==> config.mk <==
export PLATFORM = sky130hd
export DESIGN_NAME = weyl_random_range_generator_top_flat
export DESIGN_NICKNAME = d
export VERILOG_FILES = /design/src/sv/wrrg_pkg.sv /design/src/sv/wrrg_req_if.sv /design/src/sv/wrrg_rsp_if.sv /design/src/sv/weyl_random_range_generator_top.sv /design/src/flat_wrapper.sv
export VERILOG_INCLUDE_DIRS = /design/src /design/src/sv
export SDC_FILE = /design/constraint.sdc
export NUM_CORES = 1
export LEC_CHECK = 0
export ABC_AREA = 1
export BUFFER_PORTS_ARGS = -buffer_cell sky130_fd_sc_hd__buf_2
export CORE_MARGIN = 2
export CORE_UTILIZATION = 40
export CTS_BUF_LIST = sky130_fd_sc_hd__clkbuf_8
export CTS_CLUSTER_SIZE = 16
export DETAILED_ROUTE_END_ITERATION = 10
export MAX_ROUTING_LAYER = met4
export PLACE_DENSITY = 0.66
export SETUP_SLACK_MARGIN = 0.1
export SLEW_MARGIN = 10
export SYNTH_ARGS = -nofsm -noshare
export SYNTH_HDL_FRONTEND = slang
export SYNTH_SLANG_ARGS = --single-unit
==> constraint.sdc <==
create_clock -name clk_i -period 6.3 [get_ports clk_i]
set_input_delay 1.26 -clock clk_i [delete_from_list [all_inputs] [get_ports clk_i]]
set_output_delay 1.26 -clock clk_i [all_outputs]
set_load 0.05 [all_outputs]
==> src/sv/weyl_random_range_generator_top_macros.svh <==
// Assertion helpers for the RTL top module.
`ifndef WEYL_RANDOM_RANGE_GENERATOR_TOP_MACROS_SVH
`define WEYL_RANDOM_RANGE_GENERATOR_TOP_MACROS_SVH

`ifndef NO_ASSERTIONS
// Check a property on every clock edge outside reset.
`define WRRG_ASSERT(name, clk, rst_n, prop, msg) \
  name: assert property (@(posedge clk) disable iff (!rst_n) (prop)) else $error(msg);
// Check that the consequent holds in the cycle after the antecedent.
`define WRRG_ASSERT_NEXT(name, clk, rst_n, ante, cons, msg) \
  name: assert property (@(posedge clk) disable iff (!rst_n) (ante) |=> (cons)) \
    else $error(msg);
`else
`define WRRG_ASSERT(name, clk, rst_n, prop, msg)
`define WRRG_ASSERT_NEXT(name, clk, rst_n, ante, cons, msg)
`endif

`endif

==> src/sv/wrrg_pkg.sv <==
`timescale 1ns / 1ps

package wrrg_pkg;

  localparam int unsigned DataW  = 64;
  localparam int unsigned HalfW  = 32;
  localparam int unsigned OpW    = 2;
  localparam int unsigned BitCntW = $clog2(HalfW);

  localparam logic [DataW-1:0] GoldenStep = 64'h9E37_79B9_7F4A_7C15;

  // Request operation codes
  localparam logic [OpW-1:0] OP_DRAW32 = 2'd0;
  localparam logic [OpW-1:0] OP_DRAW64 = 2'd1;
  localparam logic [OpW-1:0] OP_RANGE  = 2'd2;

  typedef enum logic [1:0] {
    ST_IDLE,
    ST_ADV,
    ST_DIV,
    ST_DONE
  } wrrg_state_e;

  typedef struct packed {
    logic in_ready;
    logic adv_en;
    logic div_load;
    logic div_step;
    logic out_load;
  } wrrg_ctrl_t;

endpackage

==> src/sv/wrrg_req_if.sv <==
`timescale 1ns / 1ps

interface wrrg_req_if;
  logic                                   valid;
  logic                                   ready;
  logic [wrrg_pkg::OpW-1:0]               op;
  logic signed [wrrg_pkg::HalfW-1:0]      range_low;
  logic signed [wrrg_pkg::HalfW-1:0]      range_high;

  modport source (output valid, output op, output range_low, output range_high,
                  input ready);
  modport sink   (input valid, input op, input range_low, input range_high,
                  output ready);
endinterface

==> src/sv/wrrg_rsp_if.sv <==
`timescale 1ns / 1ps

interface wrrg_rsp_if;
  logic                                   valid;
  logic                                   ready;
  logic [wrrg_pkg::DataW-1:0]             raw_value;
  logic signed [wrrg_pkg::HalfW-1:0]      ranged_value;

  modport source (output valid, output raw_value, output ranged_value, input ready);
  modport sink   (input valid, input raw_value, input ranged_value, output ready);
endinterface

==> src/sv/weyl_random_range_generator_top.sv <==
// Weyl-sequence random generator with a 64-bit counter stepped by the golden-ratio
// constant. A seed write reloads the counter. Each request transaction yields one
// response: op 0 returns the counter's upper half, op 1 the counter XOR (seed XOR
// step), op 2 a signed value in [range_low, range_high] (range_low itself if the
// range is empty). Ops 0, 1, op 3, empty ranges and the full 32-bit range go from
// the advance state straight to the done state, which loads the response; any other
// ranged draw first runs the bit-serial remainder unit, which retires one dividend
// bit per cycle. The core takes no new request until it is back in idle; a stalled
// response holds the core in its last state. A new request is taken whenever
// the core is idle, even while the previous response still waits in the output
// register.
`timescale 1ns / 1ps
`include "weyl_random_range_generator_top_macros.svh"

module weyl_random_range_generator_top (
  input  logic                        clk_i,
  input  logic                        rst_ni,
  input  logic                        cfg_we_i,
  input  logic [wrrg_pkg::DataW-1:0]  cfg_wdata_i,
  wrrg_req_if.sink                    req,
  wrrg_rsp_if.source                  rsp
);

  wrrg_pkg::wrrg_state_e state_q, state_d;
  wrrg_pkg::wrrg_ctrl_t  ctrl;

  logic [wrrg_pkg::DataW-1:0]    seed_q, cnt_q, cnt_d, cnt_next;
  logic [wrrg_pkg::OpW-1:0]      op_q;
  logic [wrrg_pkg::HalfW-1:0]    lo_q, span_q, dvd_q, dvd_d, rem_q, rem_d;
  logic                          empty_q, full_q;
  logic [wrrg_pkg::BitCntW-1:0]  bit_cnt_q, bit_cnt_d;
  logic [wrrg_pkg::HalfW:0]      rem_sh;
  logic                          rem_ge;

  logic                          out_valid_q, out_valid_d;
  logic [wrrg_pkg::DataW-1:0]    out_raw_q, out_raw_d;
  logic [wrrg_pkg::HalfW-1:0]    out_ranged_q, out_ranged_d, off;
  logic                          accept;
  logic                          op_adv;

  assign accept   = req.valid && ctrl.in_ready;
  assign cnt_next = cnt_q + wrrg_pkg::GoldenStep;

  always_comb begin
    op_adv = (op_q inside {wrrg_pkg::OP_DRAW32, wrrg_pkg::OP_DRAW64}) ||
             (op_q == wrrg_pkg::OP_RANGE && !empty_q);
  end

  // Next state
  always_comb begin
    state_d = state_q;
    case (state_q)
      wrrg_pkg::ST_IDLE: begin
        if (accept) state_d = wrrg_pkg::ST_ADV;
      end
      wrrg_pkg::ST_ADV: begin
        if (op_q == wrrg_pkg::OP_RANGE && !empty_q && !full_q) begin
          state_d = wrrg_pkg::ST_DIV;
        end else begin
          state_d = wrrg_pkg::ST_DONE;
        end
      end
      wrrg_pkg::ST_DIV: begin
        if (bit_cnt_q == '0) state_d = wrrg_pkg::ST_DONE;
      end
      wrrg_pkg::ST_DONE: begin
        if (ctrl.out_load) state_d = wrrg_pkg::ST_IDLE;
      end
      default: state_d = wrrg_pkg::ST_IDLE;
    endcase
  end

  // Control outputs
  always_comb begin
    ctrl = '0;
    case (state_q)
      wrrg_pkg::ST_IDLE: ctrl.in_ready = 1'b1;
      wrrg_pkg::ST_ADV: begin
        ctrl.adv_en   = op_adv;
        ctrl.div_load = 1'b1;
      end
      wrrg_pkg::ST_DIV:  ctrl.div_step = 1'b1;
      wrrg_pkg::ST_DONE: ctrl.out_load = !out_valid_q || rsp.ready;
      default: ctrl = '0;
    endcase
  end

  // Restoring remainder step: one dividend bit per cycle
  always_comb begin
    rem_sh = {rem_q, dvd_q[wrrg_pkg::HalfW-1]};
    rem_ge = rem_sh >= {1'b0, span_q};
    rem_d  = rem_q;
    dvd_d  = dvd_q;
    bit_cnt_d = bit_cnt_q;
    if (ctrl.div_load) begin
      rem_d     = '0;
      dvd_d     = cnt_next[wrrg_pkg::DataW-1:wrrg_pkg::HalfW];
      bit_cnt_d = wrrg_pkg::BitCntW'(wrrg_pkg::HalfW - 1);
    end else if (ctrl.div_step) begin
      rem_d     = rem_ge ? wrrg_pkg::HalfW'(rem_sh - {1'b0, span_q})
                         : rem_sh[wrrg_pkg::HalfW-1:0];
      dvd_d     = {dvd_q[wrrg_pkg::HalfW-2:0], 1'b0};
      bit_cnt_d = bit_cnt_q - 1'b1;
    end
  end

  always_comb begin
    cnt_d = cnt_q;
    if (cfg_we_i) begin
      cnt_d = cfg_wdata_i;
    end else if (ctrl.adv_en) begin
      cnt_d = cnt_next;
    end
  end

  // Result assembly from the advanced counter or the remainder
  always_comb begin
    off          = full_q ? cnt_q[wrrg_pkg::DataW-1:wrrg_pkg::HalfW] : rem_q;
    out_raw_d    = '0;
    out_ranged_d = '0;
    case (op_q)
      wrrg_pkg::OP_DRAW32:
        out_raw_d = {{wrrg_pkg::HalfW{1'b0}}, cnt_q[wrrg_pkg::DataW-1:wrrg_pkg::HalfW]};
      wrrg_pkg::OP_DRAW64:
        out_raw_d = cnt_q ^ seed_q ^ wrrg_pkg::GoldenStep;
      wrrg_pkg::OP_RANGE:
        out_ranged_d = empty_q ? lo_q : lo_q + off;
      default: begin
        out_raw_d    = '0;
        out_ranged_d = '0;
      end
    endcase
  end

  assign out_valid_d = ctrl.out_load || (out_valid_q && !rsp.ready);

  always_ff @(posedge clk_i or negedge rst_ni) begin
    if (!rst_ni) begin
      state_q     <= wrrg_pkg::ST_IDLE;
      seed_q      <= '0;
      cnt_q       <= '0;
      out_valid_q <= 1'b0;
      bit_cnt_q   <= '0;
    end else begin
      state_q     <= state_d;
      cnt_q       <= cnt_d;
      out_valid_q <= out_valid_d;
      bit_cnt_q   <= bit_cnt_d;
      if (cfg_we_i) seed_q <= cfg_wdata_i;
    end
  end

  always_ff @(posedge clk_i) begin
    rem_q <= rem_d;
    dvd_q <= dvd_d;
    if (accept) begin
      op_q    <= req.op;
      lo_q    <= req.range_low;
      span_q  <= req.range_high - req.range_low + 1'b1;
      empty_q <= req.range_low > req.range_high;
      full_q  <= (req.range_high - req.range_low + 1'b1) == '0;
    end
    if (ctrl.out_load) begin
      out_raw_q    <= out_raw_d;
      out_ranged_q <= out_ranged_d;
    end
  end

  assign req.ready        = ctrl.in_ready;
  assign rsp.valid        = out_valid_q;
  assign rsp.raw_value    = out_raw_q;
  assign rsp.ranged_value = out_ranged_q;

  `WRRG_ASSERT_NEXT(a_cnt_hold, clk_i, rst_ni, (state_q != wrrg_pkg::ST_ADV && !cfg_we_i), $stable(cnt_q), "counter moved outside advance or seed write")
  `WRRG_ASSERT(a_rem_below_span, clk_i, rst_ni, (state_q != wrrg_pkg::ST_DIV || rem_q < span_q), "partial remainder not below span")
  `WRRG_ASSERT_NEXT(a_range_low_bound, clk_i, rst_ni, (ctrl.out_load && op_q == wrrg_pkg::OP_RANGE), ($signed(out_ranged_q) >= $signed($past(lo_q))), "ranged result below lower bound")
  `WRRG_ASSERT_NEXT(a_range_high_bound, clk_i, rst_ni, (ctrl.out_load && op_q == wrrg_pkg::OP_RANGE && !empty_q), ($signed(out_ranged_q) <= $signed($past(lo_q + span_q - 1'b1))), "ranged result above upper bound")

endmodule

==> src/flat_wrapper.sv <==
// flat-port wrapper written by rule: the top's interface ports become plain ports
module weyl_random_range_generator_top_flat 
  (clk_i, rst_ni, cfg_we_i, cfg_wdata_i, req_valid, req_op, req_range_low, req_range_high, req_ready, rsp_valid, rsp_raw_value, rsp_ranged_value, rsp_ready);
  wrrg_req_if req_i ();
  wrrg_rsp_if rsp_i ();
  input  logic clk_i;
  input  logic rst_ni;
  input  logic cfg_we_i;
  input  logic [wrrg_pkg::DataW-1:0] cfg_wdata_i;
  input wire logic [$bits(req_i.valid)-1:0] req_valid;
  input wire logic [$bits(req_i.op)-1:0] req_op;
  input wire logic [$bits(req_i.range_low)-1:0] req_range_low;
  input wire logic [$bits(req_i.range_high)-1:0] req_range_high;
  output wire logic [$bits(req_i.ready)-1:0] req_ready;
  output wire logic [$bits(rsp_i.valid)-1:0] rsp_valid;
  output wire logic [$bits(rsp_i.raw_value)-1:0] rsp_raw_value;
  output wire logic [$bits(rsp_i.ranged_value)-1:0] rsp_ranged_value;
  input wire logic [$bits(rsp_i.ready)-1:0] rsp_ready;
  assign req_i.valid = req_valid;
  assign req_i.op = req_op;
  assign req_i.range_low = req_range_low;
  assign req_i.range_high = req_range_high;
  assign req_ready = req_i.ready;
  assign rsp_valid = rsp_i.valid;
  assign rsp_raw_value = rsp_i.raw_value;
  assign rsp_ranged_value = rsp_i.ranged_value;
  assign rsp_i.ready = rsp_ready;
  weyl_random_range_generator_top u_core (.clk_i(clk_i), .rst_ni(rst_ni), .cfg_we_i(cfg_we_i), .cfg_wdata_i(cfg_wdata_i), .req(req_i), .rsp(rsp_i));
endmodule
==> impl_results.rst, run 1 <==
.. list-table::
   :header-rows: 1

   * - Metric
     - Value
   * - Status
     - complete, no violations
   * - Critical Path Most Common Cell
     - sky130_fd_sc_hd__inv_2
   * - Die height
     - between 200 and 300 um
   * - Number of different library cells in the post-synthesis netlist
     - 69
   * - Net switching component of the power
     - approximately 5.4 mW
   * - Unrepaired setup endpoints after global routing
     - no
   * - Placeable core region
     - about 64000 um^2
   * - Type of origin of the critical path
     - flip-flop
   * - Logic depth of the worst register-to-register path
     - 13
   * - Max-slew violation count
     - 0
   * - Worst-case clock buffer depth
     - 3
   * - Switching share of power
     - 0.469
   * - Start-to-end type of the worst setup path
     - flip-flop to flip-flop
   * - Fin Clk Skew
     - 53.6 ps
   * - Via count
     - ~24000
   * - Synth Flop Type
     - sky130_fd_sc_hd__edfxtp_1
   * - Fill cells
     - roughly 6700
   * - Launch instance of the worst min-delay path
     - u_core.seed_q[60]$_DFFE_PN0P_
   * - Setup TNS after final layout
     - 0 ps
   * - # hold bufs at CTS
     - 0
   * - Hpwl dp
     - 72100 um
   * - Post-layout nets
     - just over 4000
   * - Resized cells post-CTS
     - 0
   * - Global router's overall resource usage
     - 0.277
   * - Terminus of the critical flop-to-flop path
     - u_core.cnt_q[19]$_DFFE_PN0P_
   * - Post-DR vias/cell
     - around 5.3
   * - Total power after layout
     - approximately 12 mW
   * - P_int
     - 6.13 mW
   * - Sequential fraction of the synthesis area
     - 0.384
   * - Leakage
     - around 14 nW
   * - Internal reg-to-reg setup slack
     - between 2000 and 2500 ps
   * - Synthesis-to-finish area growth
     - 13.0%
   * - Synthesis-stage register bit count
     - roughly 360
   * - RD Place Congestion
     - roughly 1.0
   * - Fraction of layout cells with a size suffix above 1
     - 0.131
   * - Hold Crit Depth
     - 2
   * - Peak VDD IR
     - ~170 uV
   * - Maximum single-stage delay on the critical path
     - between 700 and 800 ps
   * - Cell area after technology mapping
     - between 20000 and 30000 um^2
   * - GRT Residual Overflow
     - 0
   * - Routed length per instance
     - between 15 and 20 um
   * - WP data arrival
     - 4630 ps
   * - Final Hold Fails
     - 0
   * - Slew HR
     - 0.293
   * - Number of H-tree levels
     - 3
   * - Boundary pin count
     - around 230
   * - CTS Sinks
     - about 360
   * - TritonCTS buffer count
     - 68
   * - # DRC
     - 0
   * - Part of the total power dissipated in sequential elements
     - 0.331
   * - Worst-margin pin slew
     - around 1100 ps
   * - Number of buffers and inverters on the critical path
     - 6
   * - Floorplan row count
     - between 90 and 100
   * - Floorplan die width
     - 258 um
   * - Number of DRC violations after detailed-routing iteration 0
     - 1950
   * - Kind of end point of the critical path
     - flip-flop
   * - Mean post-synth cell area
     - around 7.4 um^2
   * - Min cycle time layout
     - 4030 ps
   * - Family with the most delay on the worst path
     - buffers and inverters
   * - Hold Path Sink
     - u_core.seed_q[60]$_DFFE_PN0P_
   * - Post-Synthesis Cells
     - between 3000 and 4000
   * - Maximum fanout along the worst path
     - 41
   * - Power per unit of standard cell area
     - between 300 and 400 nW/um^2
   * - Comb pwr share
     - 0.456
   * - Clock latency reported for the late side of the worst-skew pair
     - 690 ps
   * - Initial standard-cell utilization of the core
     - 0.403
   * - Final setup violation count
     - 0
   * - Antenna Nets Post-Route
     - 0
   * - Antenna violations before repair
     - 4
   * - Type of the tightest min-delay check
     - flip-flop to flip-flop
   * - Worst r2r src
     - u_core.op_q[1]$_DFFE_PP_
   * - Cell chain of the critical path
     - inv_1 -> nor2_2 -> inv_2 -> nor2_1 -> inv_1 -> nand2_1 -> nand2_1 -> inv_2 -> nor2_4 -> inv_2 -> buf_4 -> nand4_1 -> nand3_1
   * - Clock tree from TritonCTS
     - done
   * - Die Area
     - 66800 um^2
   * - Worst setup path startpoint
     - u_core.op_q[1]$_DFFE_PP_
   * - Top achievable clock speed
     - between 200 and 250 MHz
   * - Data required time at the worst endpoint
     - between 6000 and 7000 ps
   * - Wire length reported by the detailed router
     - between 90000 and 100000 um
   * - Vias in the first global route
     - around 24000
   * - Async set or reset register ratio after synthesis
     - 0.374
   * - Period utilisation layout
     - 0.640
   * - Number of enable flip-flop cells after synthesis
     - between 150 and 200
   * - Master cell of the clock root buffer
     - sky130_fd_sc_hd__clkbuf_8
   * - Number of maximum-capacitance violations
     - 0
   * - Power share of the clock group
     - 0.213
   * - Pin count of the biggest net entering global routing
     - 98
   * - CTS clock-pin slew for the worst setup and hold paths
     - approximately 60 ps
   * - Total of warnings raised by yosys
     - 0
   * - Syn_nets
     - between 3000 and 4000
   * - Cell with the biggest individual delay on the critical path
     - sky130_fd_sc_hd__inv_2
   * - # port buffers
     - 232
   * - Number of detailed-routing iterations run before antenna repair
     - 6
   * - Post-CTS repair timing setup buffer count
     - 0
   * - First-pass GRT wire length
     - approximately 140000 um
-- state kept, by name, indices dropped and copies added, names as in the netlist --
register / flops
u_core.dvd_q: 32
u_core.rsp.raw_value: 64
u_core.state_q: 2
u_core.cnt_q: 64
u_core.rem_q: 32
u_core.empty_q: 1
u_core.op_q: 2
u_core.lo_q: 32
u_core.full_q: 1
u_core.seed_q: 64
u_core.bit_cnt_q: 5
u_core.rsp.valid: 1
u_core.rsp.ranged_value: 32
u_core.span_q: 32
-- how the worst max path moves through the flow --
| stage | to | slack (ps) | cells after the start |
|---|---|---|---|
| floorplan | u_core.rsp.ranged_value[0]$_SDFFCE_PP0P_ | 1750 | 2 |
| global placement | u_core.cnt_q[19]$_DFFE_PN0P_ | 2420 | 13 |
| detailed placement | u_core.cnt_q[19]$_DFFE_PN0P_ | 2320 | 13 |
| CTS | u_core.cnt_q[19]$_DFFE_PN0P_ | 2320 | 13 |
| global route | u_core.cnt_q[34]$_DFFE_PN0P_ | 2010 | 13 |
| finish | u_core.cnt_q[19]$_DFFE_PN0P_ | 2270 | 13 |
-- metrics by stage --
stage | util | hold slack, ps | setup WS (ps) | cells | cell area (um^2)
floorplan | - | 451 | 1750 | 3504 | 25900
global placement | 0.433 | 471 | 2420 | 4519 | 27800
detailed placement | 0.433 | 475 | 2320 | 4519 | 27800
CTS | 0.455 | 490 | 2320 | 4643 | 29200
global route | 0.455 | 521 | 2010 | 4646 | 29300
finish | 0.455 | 490 | 2270 | 4646 | 29300
-- cell usage in the layout (no fill, tap or decap), drive strengths merged, types with 2 or more instances in the layout --
| cell type | synthesis | routed |
|---|---|---|
| a211oi | 3 | 3 |
| a21boi | 9 | 9 |
| a21o | 7 | 7 |
| a21oi | 272 | 272 |
| a31o | 3 | 3 |
| a31oi | 19 | 19 |
| and2 | 2 | 2 |
| buf | 38 | 249 |
| bufinv | 0 | 6 |
| clkbuf | 51 | 76 |
| clkinv | 2 | 15 |
| dfrtp | 136 | 136 |
| dfxtp | 32 | 32 |
| diode | 0 | 3 |
| edfxtp | 196 | 196 |
| fa | 3 | 3 |
| ha | 155 | 155 |
| inv | 530 | 558 |
| nand2 | 888 | 888 |
| nand3 | 233 | 233 |
| nand3b | 21 | 21 |
| nand4 | 27 | 27 |
| nor2 | 320 | 320 |
| nor3 | 40 | 40 |
| nor4 | 11 | 11 |
| o2111ai | 2 | 2 |
| o211ai | 28 | 28 |
| o21a | 15 | 15 |
| o21ai | 334 | 334 |
| o21bai | 20 | 20 |
| o221ai | 10 | 10 |
| o22ai | 11 | 11 |
| o311ai | 3 | 3 |
| or2 | 7 | 7 |
| xnor2 | 25 | 25 |
| xor2 | 43 | 43 |
-- layer usage --
metal  up-vias  routed length [um]  GRT usage
li1      12100                   -          -
met1     11400               39800      0.356
met2       839               42700      0.446
met3       148                5420     0.0374
met4         0                2940     0.0996
met5         -                   0          -
-- worst reg2reg max path: cells and delay by family (launching register included) --
family,cells,cell delay [ps]
buffers and inverters,6,2020
AND/OR/NAND/NOR,7,1580
flip-flops,1,380
-- area by class of cell --
cell class | instances | area (um^2) | area share
Inverter | 532 | 2000 | 0.0683
Clock buffer | 76 | 1050 | 0.0358
Timing Repair Buffer | 249 | 1310 | 0.0448
Clock inverter | 48 | 385 | 0.0132
Antenna cell | 3 | 7.51 | 0.000257
Multi-Input combinational cell | 2519 | 13500 | 0.462
Tap cell | 855 | 1070 | 0.0366
Sequential cell | 364 | 9930 | 0.339
-- cell usage after synthesis, types with 18 or more instances --
library cell / count / area share
sky130_fd_sc_hd__clkbuf_1: 48 / 0.0070
sky130_fd_sc_hd__inv_1: 501 / 0.073
sky130_fd_sc_hd__dfrtp_1: 136 / 0.13
sky130_fd_sc_hd__xor2_1: 42 / 0.014
sky130_fd_sc_hd__xnor2_1: 25 / 0.0085
sky130_fd_sc_hd__ha_1: 155 / 0.075
sky130_fd_sc_hd__nor3_1: 32 / 0.0062
sky130_fd_sc_hd__edfxtp_1: 196 / 0.23
sky130_fd_sc_hd__nor2_1: 281 / 0.041
sky130_fd_sc_hd__nor2_2: 27 / 0.0065
sky130_fd_sc_hd__a31oi_1: 19 / 0.0046
sky130_fd_sc_hd__a21oi_1: 263 / 0.051
sky130_fd_sc_hd__o21bai_1: 18 / 0.0052
sky130_fd_sc_hd__buf_2: 19 / 0.0037
sky130_fd_sc_hd__nand3_1: 226 / 0.044
sky130_fd_sc_hd__nand3b_1: 21 / 0.0061
sky130_fd_sc_hd__o21ai_0: 313 / 0.061
sky130_fd_sc_hd__o211ai_1: 28 / 0.0081
sky130_fd_sc_hd__nand2_2: 31 / 0.0075
sky130_fd_sc_hd__nand4_1: 26 / 0.0063
sky130_fd_sc_hd__dfxtp_1: 32 / 0.025
sky130_fd_sc_hd__nand2_1: 852 / 0.12
sky130_fd_sc_hd__inv_2: 29 / 0.0042
-- cells by family after synthesis --
| logic type | share of synthesized area |
|---|---|
| buffers and inverters | 0.0951 |
| DFF | 0.384 |
| and+or+nand+nor | 0.261 |
| AOI/OAI and AO/OA | 0.160 |
| adders and majority gates | 0.0773 |
| xor gates and xnor gates | 0.0233 |
-- power by group through the flow --
stage	Combinational, mW	Sequential (mW)	Clock, mW
after floorplan	3.19	4.26	0
after global placement	5.19	3.83	0
after detailed placement	5.20	3.84	0
after CTS	5.22	3.80	2.50
after global routing	5.76	3.87	2.62
final	5.26	3.81	2.46
(Power assumes the default switching activity.)
==> run 2, diff against run 1 <==
ABC_AREA = 0   (was 1)
PLACE_DENSITY = 0.67   (was 0.66)
clock period = 4 ns   (was 6.3 ns; I/O delays follow)
==> run 2 against run 1 <==
- flip-flop and latch count did not move
- worst hold slack got worse by 250 ps
- first-iteration DRC count fell by 43%
- via count fell by 22%
- clock power rose by 41%
- clock skew fell by 30 ps
- combinational power rose by 72%
- maximum frequency rose by 5.8%
- area after synthesis fell by 10%
- synthesized cell count fell by 30%
- global-route usage fell by 5.7 points
- design area fell by 5.8%
- highest routed layer unchanged
==> impl_results.rst, run 2 <==
.. list-table::
   :header-rows: 1

   * - Metric
     - Value
   * - Floorplan row count
     - 88 (-5.4%)
   * - Hpwl dp
     - 48900 um (-32%)
   * - Critical Path Most Common Cell
     - sky130_fd_sc_hd__buf_4
   * - Most frequent cells in the layout
     - sky130_fd_sc_hd__inv_1, sky130_fd_sc_hd__buf_2, sky130_fd_sc_hd__nor2_1, sky130_fd_sc_hd__o21ai_0, sky130_fd_sc_hd__edfxtp_1
   * - Maximum fanout along the worst path
     - 6 (-85%)
   * - # port buffers
     - 232 (unchanged)
   * - Switching share of power
     - 0.435 (-0.0336)
   * - Clock tree from TritonCTS
     - done
   * - Peak VDD IR
     - 364 uV (+110%)
   * - Number of maximum-capacitance violations
     - 0 (unchanged)
   * - Power per unit of standard cell area
     - 676 nW/um^2 (+72%)
   * - Data required time at the worst endpoint
     - 4390 ps (-2510 ps)
   * - RD Place Congestion
     - 0.949 (-6.6%)
   * - Final setup violation count
     - 0 (unchanged)
   * - TritonCTS buffer count
     - 69 (+1.5%)
   * - Mean post-synth cell area
     - 9.47 um^2 (+28%)
   * - Grt peak-use layer
     - met2
   * - Placeable core region
     - 57500 um^2 (-11%)
   * - Master cell of the clock root buffer
     - sky130_fd_sc_hd__clkbuf_8
   * - Synth Flop Type
     - sky130_fd_sc_hd__edfxtp_1
   * - Top cells by count, synth
     - sky130_fd_sc_hd__inv_1, sky130_fd_sc_hd__nor2_1, sky130_fd_sc_hd__o21ai_0, sky130_fd_sc_hd__edfxtp_1, sky130_fd_sc_hd__nand2_1
   * - Synthesis-to-finish area growth
     - 18.9%
   * - Fraction of layout cells with a size suffix above 1
     - 0.205 (+0.0737)
   * - Routed length per instance
     - 17.9 um (-8.4%)
   * - P_int
     - 10.5 mW (+72%)
   * - Cell area after technology mapping
     - 23200 um^2 (-10%)
   * - Post-layout nets
     - 3065 (-24%)
   * - CTS Sinks
     - 364 (unchanged)
   * - Initial standard-cell utilization of the core
     - 0.403 (about the same)
   * - Sequential cell area in the final layout
     - 9930 um^2 (unchanged)
   * - Via count
     - 19000 (-22%)
   * - Total of warnings raised by yosys
     - 0 (unchanged)
   * - Cell chain of the critical path
     - buf_6 -> buf_4 -> mux2_2 -> ha_1 -> nor2b_1 -> o21ai_2 -> a2111oi_4 -> buf_4 -> or3_1 -> o21ai_2 -> a211o_1 -> a21oi_1 -> buf_4 -> a311oi_2 -> nor4_1 -> a211o_1
   * - Top achievable clock speed
     - 262 MHz (+5.8%)
   * - Min cycle time layout
     - 3810 ps (-223 ps)
   * - Net switching component of the power
     - 8.11 mW (+50%)
   * - Fraction of synthesized cell area taken by the top area cell type
     - 0.254 (+0.0267)
   * - Syn_nets
     - 2739 (-28%)
   * - Kind of end point of the critical path
     - flip-flop
   * - Final instance area
     - 27500 um^2 (-5.8%)
   * - Number of buffers and inverters on the critical path
     - 4 (-2)
   * - Number of H-tree levels
     - 3 (unchanged)
   * - GRT Residual Overflow
     - 0 (unchanged)
   * - Logic depth of the worst register-to-register path
     - 16 (+3)
   * - Placed inst area
     - 26100 um^2 (-6.3%)
   * - Pin count of the biggest net entering global routing
     - 97 (-1.0%)
   * - Final Hold Fails
     - 0 (unchanged)
   * - Slew HR
     - 0.405 (+0.112)
   * - Worst path setup slack after routing
     - 190 ps (-2080 ps)
   * - Cell with the biggest individual delay on the critical path
     - sky130_fd_sc_hd__or3_1
   * - Boundary pin count
     - 233 (unchanged)
   * - Leakage
     - 12.3 nW (-12%)
   * - Die height
     - 245 um (-5.3%)
   * - Floorplan die width
     - 245 um (-5.3%)
   * - GR Layer Usage met1
     - 0.289 (-0.0672)
   * - Start-to-end type of the worst setup path
     - flip-flop to flip-flop
   * - Status
     - complete, no violations
   * - Type of the tightest min-delay check
     - primary input to asynchronous set/reset pin
   * - Synthesis-stage register bit count
     - 364 (unchanged)
   * - First-pass GRT wire length
     - 101000 um (-26%)
   * - Antenna Nets Post-Route
     - 0 (unchanged)
   * - Max-slew violation count
     - 0 (unchanged)
   * - Number of enable flip-flop cells after synthesis
     - 196 (unchanged)
   * - Most area-consuming cells after synthesis
     - sky130_fd_sc_hd__edfxtp_1, sky130_fd_sc_hd__dfrtp_1, sky130_fd_sc_hd__ha_1
   * - Area of combinational cells with multiple inputs
     - 12100 um^2 (-10%)
   * - Global router's overall resource usage
     - 0.220 (-0.0572)
   * - # DRC
     - 0 (unchanged)
   * - Post-Synthesis Cells
     - 2446 (-30%)
   * - Worst-case clock buffer depth
     - 3 (unchanged)
   * - Post-DR vias/cell
     - 5.28 (+0.28%)
   * - WP data arrival
     - 4200 ps (-430 ps)
   * - Fill cells
     - 5469 (-19%)
   * - Type of origin of the critical path
     - flip-flop
   * - Worst r2r src
     - u_core.full_q$_DFFE_PP_
   * - Maximum single-stage delay on the critical path
     - 380 ps (-360 ps)
   * - Wire length reported by the detailed router
     - 64300 um (-29%)
   * - Global Route met2 Usage
     - 0.346 (-0.100)
   * - Most common cell after layout, fill and taps aside
     - sky130_fd_sc_hd__inv_1
   * - Comb pwr share
     - 0.485 (+0.029)
   * - Number of DRC violations after detailed-routing iteration 0
     - 1111 (-43%)
   * - Most common cell in the netlist
     - sky130_fd_sc_hd__inv_1
   * - Antenna violations before repair
     - 1 (-3)
   * - Post-place setup slack
     - -567 ps (-2890 ps)
   * - Die Area
     - 59900 um^2 (-10%)
   * - Part of the total power dissipated in sequential elements
     - 0.328 (-0.003)
   * - Cell type with the highest aggregate area in the netlist
     - sky130_fd_sc_hd__edfxtp_1
   * - Fin Clk Skew
     - 24.1 ps (-29.5 ps)
   * - Sequential fraction of the synthesis area
     - 0.429 (+0.0450)
   * - Async set or reset register ratio after synthesis
     - 0.374 (unchanged)
   * - Number of different library cells in the post-synthesis netlist
     - 82 (+19%)
   * - Vias in the first global route
     - 18900 (-19%)
   * - Terminus of the critical flop-to-flop path
     - u_core.rsp.ranged_value[28]$_SDFFCE_PP0P_
   * - CTS clock-pin slew for the worst setup and hold paths
     - 60 ps (about the same)
   * - Unrepaired setup endpoints after global routing
     - yes
   * - Met3 Use GR
     - 0.0339 (-0.00347)
   * - Number of detailed-routing iterations run before antenna repair
     - 5 (-1)
   * - Period utilisation layout
     - 0.953 (+0.312)
   * - Family with the most delay on the worst path
     - compound AO/OA/AOI/OAI gates
   * - Internal reg-to-reg setup slack
     - 190 ps (-2080 ps)
   * - Power share of the clock group
     - 0.187 (-0.026)
   * - Clock latency reported for the late side of the worst-skew pair
     - 660 ps (-30 ps)
   * - Worst-margin pin slew
     - 892 ps (-166 ps)
==> run 2: cell count changes after synthesis, sizes merged, moves of 54 or more <==
cell | before | now
xnor2 | 25 | 144
nand2 | 888 | 184
inv | 530 | 218
o21ai | 334 | 208
nand3 | 233 | 37
clkbuf | 51 | 112
a21oi | 272 | 133
mux2i | 0 | 54
a21o | 7 | 68
nor2 | 320 | 209
==> run 2: metrics by stage <==
| step | hold slack, ps | std cells | TNS [ps] | total power, mW | utilization |
|---|---|---|---|---|---|
| after floorplan | 458 | 2446 | 0 | 12.5 | - |
| after global placement | 481 | 3463 | -3930 | 14.9 | 0.454 |
| after detailed placement | 492 | 3463 | -3740 | 15.0 | 0.454 |
| after CTS | 236 | 3589 | 0 | 18.6 | 0.477 |
| after global routing | 274 | 3593 | 0 | 19.9 | 0.479 |
| final | 243 | 3593 | 0 | 18.6 | 0.479 |
==> run 2: power by group through the flow <==
stage                     registers (mW)  logic (mW)  clock network (mW)
after global routing                6.23        9.93                3.73
final                               6.11        9.04                3.48
after global placement              6.13        8.73                   0
after CTS                           6.10        8.94                3.59
after detailed placement            6.16        8.88                   0
after floorplan                     6.93        5.58                   0
==> run 2: routing by layer <==
metal,vias to the layer above,part of all wire
met5,-,0
met4,0,0.028
met3,118,0.052
met2,558,0.46
met1,9033,0.46
li1,9273,-
==> run 2: cells by family after synthesis <==
| kind of cell | share of synthesized area |
|---|---|
| mux | 0.0433 |
| simple gates | 0.127 |
| buf+inv | 0.0565 |
| xor+xnor | 0.0892 |
| fa+ha+maj | 0.0868 |
| compound gates | 0.169 |
| flops | 0.429 |
==> run 2: cell type report <==
type,instances,share of cell area
Clock inverter,49,0.00881
Inverter,219,0.0298
Multi-Input combinational cell,1736,0.441
Antenna cell,1,0.0000908
Tap cell,765,0.0347
Clock buffer,77,0.0385
Timing Repair Buffer,382,0.0867
Sequential cell,364,0.360
==> run 2: what timing repair did <==
action / 4_1_cts / 5_1_grt
pin swaps: 1 / 8
endpoints found under the hold margin: 0 / 0
endpoints found under the setup margin: 12 / 10
hold buffers: 0 / 0
gates resized for setup: 10 / 21
setup buffers: 0 / 3
==> run 2: worst max-delay path by stage <==
stage / to / start / slack, ps / depth (start not counted)
2_1_floorplan: u_core.full_q$_DFFE_PP_ / req_range_high[1] / 70 / 15
3_3_place_gp: u_core.rsp.ranged_value[30]$_SDFFCE_PP0P_ / u_core.full_q$_DFFE_PP_ / -600 / 17
3_5_place_dp: u_core.rsp.ranged_value[30]$_SDFFCE_PP0P_ / u_core.full_q$_DFFE_PP_ / -570 / 17
4_1_cts: u_core.rsp.ranged_value[29]$_SDFFCE_PP0P_ / u_core.full_q$_DFFE_PP_ / 120 / 17
5_1_grt: u_core.rsp.ranged_value[28]$_SDFFCE_PP0P_ / u_core.full_q$_DFFE_PP_ / 60 / 16
6_report: u_core.rsp.ranged_value[28]$_SDFFCE_PP0P_ / u_core.full_q$_DFFE_PP_ / 190 / 16
